`config.mk`:
```
export PLATFORM = sky130hd
export DESIGN_NAME = rrf_ctrl
export DESIGN_NICKNAME = d
export VERILOG_FILES = /design/src/hw/rtl/rule_redundancy_filter_defines.svh /design/src/hw/rtl/rrf_pkg.sv /design/src/hw/rtl/rrf_ctrl.sv
export SDC_FILE = /design/constraint.sdc
export NUM_CORES = 1
export LEC_CHECK = 0
export ABC_AREA = 1
export ABC_CLOCK_PERIOD_IN_PS = 1300
export BUFFER_PORTS_ARGS = -buffer_cell sky130_fd_sc_hd__buf_2
export CAP_MARGIN = 20
export CORE_AREA = 2 2 39 41
export CTS_CLUSTER_DIAMETER = 150
export CTS_CLUSTER_SIZE = 30
export DETAILED_ROUTE_END_ITERATION = 8
export DIE_AREA = 0 0 41 43
export PLACE_DENSITY = 0.41
export SETUP_SLACK_MARGIN = 0.05
export SYNTH_ARGS = -nofsm -noshare
export SYNTH_HDL_FRONTEND = slang
export SYNTH_SLANG_ARGS = --single-unit
```
`constraint.sdc`:
```
create_clock -name i_clk -period 1.3 [get_ports i_clk]
set_clock_uncertainty 0.05 [all_clocks]
set_input_delay 0.195 -clock i_clk [delete_from_list [all_inputs] [get_ports i_clk]]
set_output_delay 0.195 -clock i_clk [all_outputs]
set_load 0.01 [all_outputs]
```
`src/hw/rtl/rule_redundancy_filter_defines.svh`:
```
// assertion macros for the rule redundancy filter
// used by rule_redundancy_filter.sv, no other dependencies
`ifndef RULE_REDUNDANCY_FILTER_DEFINES_SVH
`define RULE_REDUNDANCY_FILTER_DEFINES_SVH

// same-cycle implication, checked out of reset
`define RRF_ASSERT_IMPLY(label, clk, rst_n, ante, cons) \
    label: assert property (@(posedge clk) disable iff (!(rst_n)) (ante) |-> (cons)) \
        else $error("rule filter check failed");

// next-cycle implication, checked out of reset
`define RRF_ASSERT_NEXT(label, clk, rst_n, ante, cons) \
    label: assert property (@(posedge clk) disable iff (!(rst_n)) (ante) |=> (cons)) \
        else $error("rule filter check failed");

`endif

```
`src/hw/rtl/rrf_pkg.sv`:
```
// shared types and constants of the rule redundancy filter
// no dependencies; used by rrf_ctrl, rrf_datapath and the top level
`default_nettype none

package rrf_pkg;

    // fixed field widths of the stream and config ports
    localparam int DIM_SLOTS      = 5;
    localparam int FIELD_BITS     = 32;
    localparam int PRIO_BITS      = 20;
    localparam int COUNT_BITS     = 9;
    localparam int CFG_BITS       = 64;
    localparam int CFG_IDX_BITS   = 3;
    localparam int IN_TDATA_BITS  = 344;
    localparam int OUT_TDATA_BITS = 32;

    // bit offsets in the request tdata
    localparam int PRIO_LSB = 2 * DIM_SLOTS * FIELD_BITS;

    // defaults of the top-level parameters
    localparam int MAX_KEPT_DEF   = 256;
    localparam int NUM_DIMS_DEF   = 5;
    localparam int RANGE_BITS_DEF = 32;

    // boundary reset value: low 0, high all ones
    localparam logic [CFG_BITS-1:0] BOUNDARY_RST = 64'h0000_0000_FFFF_FFFF;

    // result reason codes
    typedef enum logic [1:0] {
        R_KEPT      = 2'd0,
        R_COVERED   = 2'd1,
        R_SAME_PRIO = 2'd2,
        R_FULL      = 2'd3
    } t_reason;

    // controller to datapath
    typedef struct packed {
        logic load;
        logic scan;
        logic commit;
    } t_cmd;

    // datapath to controller
    typedef struct packed {
        logic scan_busy;
    } t_status;

endpackage

`default_nettype wire

```
`src/hw/rtl/rrf_ctrl.sv`:
```
// controller state machine of the rule redundancy filter
// depends on rrf_pkg; drives the commands of rrf_datapath
`default_nettype none

module rrf_ctrl (
    input  wire logic            i_clk,
    input  wire logic            i_rst_n,
    input  wire logic            i_s_valid,
    output logic                 o_s_ready,
    output logic                 o_m_valid,
    input  wire logic            i_m_ready,
    input  wire rrf_pkg::t_status i_status,
    output rrf_pkg::t_cmd        o_cmd
);

    typedef enum logic [1:0] {
        S_IDLE,
        S_SCAN,
        S_FIN
    } t_state;

    t_state r_state;
    logic   r_out_valid;
    logic   w_out_free;

    // output register can take a result this cycle
    assign w_out_free = !r_out_valid || i_m_ready;

    // commands
    always_comb begin
        o_cmd.load   = (r_state == S_IDLE) && i_s_valid;
        o_cmd.scan   = (r_state == S_SCAN);
        o_cmd.commit = (r_state == S_FIN) && w_out_free;
    end

    assign o_s_ready = (r_state == S_IDLE);
    assign o_m_valid = r_out_valid;

    // state and output valid
    always_ff @(posedge i_clk) begin
        if (!i_rst_n) begin
            r_state     <= S_IDLE;
            r_out_valid <= 1'b0;
        end else begin
            if (o_cmd.commit) begin
                r_out_valid <= 1'b1;
            end else if (i_m_ready) begin
                r_out_valid <= 1'b0;
            end
            case (r_state)
                S_IDLE: begin
                    if (i_s_valid) r_state <= S_SCAN;
                end
                S_SCAN: begin
                    if (!i_status.scan_busy) r_state <= S_FIN;
                end
                S_FIN: begin
                    if (w_out_free) r_state <= S_IDLE;
                end
                default: r_state <= S_IDLE;
            endcase
        end
    end

endmodule

`default_nettype wire

```
# Word-level counts from Yosys, hierarchy flattened
# Index checks and enable logic that the tools add are counted.
# W data, S select, Z words.
# op_classes
eq_ne	5
n_mux	6
n_reduce_logical	7
# op_table
cell	n
$mux W2	3
$ne A2 B2 Y1 const B	3
$pmux W2 S3	1
$reduce_and A3 Y1	1
$eq A2 B1 Y1 const B	1
$eq A2 B2 Y1 const B	1
$logic_and A1 B1 Y1	2
$logic_not A2 Y1	1
$mux W1	2
$reduce_bool A2 Y1	1
$logic_not A1 Y1	1
$logic_or A1 B1 Y1	1
# totals
input_bits	5
wordCells	20
regBits	3

# Depth between registers and ports, before layout
# logic_depth
depth_word	4
ltp_mapped	4
depth_no_buf	4

# Worst setup path before layout
# No wires, ideal clock.
# synth_timing
path_kind	register to output
start	register r_out_valid (netlist: o_m_valid)
end	output o_cmd[0] (netlist bit)
arrival_time_ps	762
path_slack_ps	293
required_ps	1055
stages_incl_launch_ff	4
path_buffers	0
path_cell_list	dfxtp_1 -> inv_1 -> nor2_8 -> nor3_1
# synth_rtl
item	line	source
from (decl)	rrf_ctrl.sv:23	logic r_out_valid;
from (signal assigned)	rrf_ctrl.sv:43	r_out_valid <= 1'b0;
from (signal assigned)	rrf_ctrl.sv:46	r_out_valid <= 1'b1;
from (signal assigned)	rrf_ctrl.sv:48	r_out_valid <= 1'b0;
to (decl)	rrf_ctrl.sv:13	output rrf_pkg::t_cmd o_cmd

==> impl_metrics.yaml <==
drt:
  avgViaCountPerCell: 3.18
  post_drt_wl_per_cell_um: 6.43
  finalWirelength_um: 315
  drc: 0
  num_vias: 156
  postRouteAntennaNets: 0
  drt-pass1-iter-count: 2
  drt-initial-drc-count: 2
clock_network:
  ctsHoldBuffers: 0
  cts_root_buf: "clkbuf_4"
  clk_path_buf_depth: 2
  cts_max_level: 1
  cts_buffers: 3
  cts.sinks: 3
  path_clk_slew_ns: 0.04
  insertion_delay_ns: 0.23
  cts_tree: "done"
timing:
  period_minus_slack_ns: 1.17
  hold_viol: 0
  tns_ns: 0
  max_slew_margin: 0.909
  rsz0062_at_grt: "no"
  finalMaxSlewViolations: 0
  finalCritPeriodShare: 0.898
  timing.hold.ws_ns: 0.131
  fmax_ghz: 0.857
  worst_slew_pin_slew_ns: 0.137
  setup_viol: 0
layout:
  antennaDiodeCount: 0
  nNetsFinal: 39
  area_growth_pct: 61.2
  finalNonFillerCells: 49
  mostFrequentLayoutCells: "buf_2, inv_1, clkbuf_4"
  final_common_cell: "buf_2"
  drive_above_1_share: 0.636
  nFillCells: 167
global_routing:
  grt_max_degree: 7
  grt_pass1_wl_um: 524
  track_usage: 0.0531
  grt_pass1_vias: 160
  antenna_found_initial: 0
  grt-ovfl-total: 0
placement:
  hpwl_um: 278
  portBuffers: 9
  place_congestion: 0.613
  dpl.cell_count: 45
critical_path:
  cp_data_required_time_ns: 1.05
  slowest_delay_ns: 0.34
  start_kind: "register"
  worst-path-buf-inv: 2
  crit_fanout: 4
  cp_cell_sequence: "inv_2, nor3_2, buf_2"
  worstSetupPathType: "register to output port"
  cpLargestDelayFamily: "flip-flops"
  cp.arrival_ns: 0.92
  endpoint_kind: "output port"
  cp_slowest_cell: "dfxtp_2"
  regToRegSetupSlack_ns: 0.52
floorplan:
  start_util: 0.117
  floorplan.die_area_mm2: 0.00176
  coreArea_mm2: 0.00138
  die_h_um: 43
  ios: 10
  dieWidth_um: 41
  rows: 14
pwr:
  p_per_area_mw_per_mm2: 1170
  p_leak_uw: 0.000134
  ir_worst_vdd_uv: 372
  intPower_uw: 231
  p_sw_uw: 73.3
  comb_power_share: 0.134
  clockPowerShare: 0.525
  p_total_uw: 305
  power_frac_seq: 0.341
  swShare: 0.241
synth:
  synth.net_count: 25
  syn_avg_cell_area_um2: 8.07
  synthTopCellsByArea: "dfxtp_1, nor2_8, inv_1"
  synth.cell_area_um2: 161
  ys_ff_latch: 3
  synth_top_cell_area_share: 0.372
  yosysUniqueCellTypes: 13
  synth_cells: 20
  synth_warnings: 0
  synth_top_area_cell: "dfxtp_1"
  synth-seq-area-share: 0.372
worst_hold_path:
  hp-class: "input port to register"
run:
  maxCapViolCount: 0
run_status:
  outcome: "finished clean"
layer usage:
layer / vias to the layer above / track usage / share of wire
li1: 87 / - / -
met1: 63 / 0.0415 / 0.40
met2: 6 / 0.0594 / 0.47
met3: 0 / 0.0628 / 0.13
met4: 0 / 0.0600 / 0
met5: - / 0 / 0
worst register-to-register path: cells and delay by family (launching register included):
| family | cells | cell delay, ns |
|---|---|---|
| DFF | 1 | 0.34 |
| and+or+nand+nor | 2 | 0.16 |
| AOI/OAI and AO/OA | 1 | 0.10 |
| buffers and inverters | 1 | 0.06 |
cells by family after synthesis:
logic type,count (synthesis),share of synthesized area
AO/OA/AOI/OAI,3,0.132
flip-flops,3,0.372
buffers and inverters,5,0.116
AND/OR/NAND/NOR,9,0.380
Yosys cell counts:
library cell and count:
nor2_1 1, nor3_1 1, a21oi_1 1, a21oi_2 1
nand3_1 1, o21a_1 1, dfxtp_1 3, nor2_8 1
inv_2 1, nand2_1 2, nor2_2 2, nand3b_1 1
inv_1 4
flip-flops by register name, summed over array words and instances, names as in the netlist:
signal	flops
r_state	2
o_m_valid	1
power groups by stage:
stage | Clock [uW] | Sequential (uW) | Combinational, uW
final | 160 | 104 | 40.9
after CTS | 171 | 103 | 41.6
after global routing | 180 | 104 | 45.4
after detailed placement | 0 | 104 | 41.4
after floorplan | 0 | 103 | 21.7
after global placement | 0 | 104 | 41.8
repair_timing:
action,CTS,global route
setup endpoints to repair,1,3
gates cloned,0,0
resized for setup,2,2
setup buffers,0,0
layout make-up:
cell class,count,area [um^2],share of cell area
multi-input cells,12,87.6,0.337
flip-flops and latches,3,62.6,0.240
repair buffers,9,45.0,0.173
clock buffers,4,26.3,0.101
well taps,16,20.0,0.0769
inverters,5,18.8,0.0721
final timing paths:
path                                 from                      end  cells past startpoint
setup / recovery  r_state[1]$_SDFFE_PN0P_                 o_cmd[0]                      3
hold / removal                    i_rst_n   o_m_valid$_SDFFE_PN0P_                      2
hold reg to reg   r_state[0]$_SDFFE_PN0P_  r_state[0]$_SDFFE_PN0P_                      2
setup reg to reg  r_state[1]$_SDFFE_PN0P_  r_state[1]$_SDFFE_PN0P_                      4
through the flow:
stage	worst slack, ns	util	instance area [um^2]
2_1_floorplan	0.293	-	161
3_3_place_gp	0.325	0.164	226
3_5_place_dp	0.291	0.164	226
4_1_cts	0.0691	0.184	254
5_1_grt	0.0753	0.188	260
6_report	0.133	0.188	260
No activity file was read; power rests on OpenSTA's default activity.
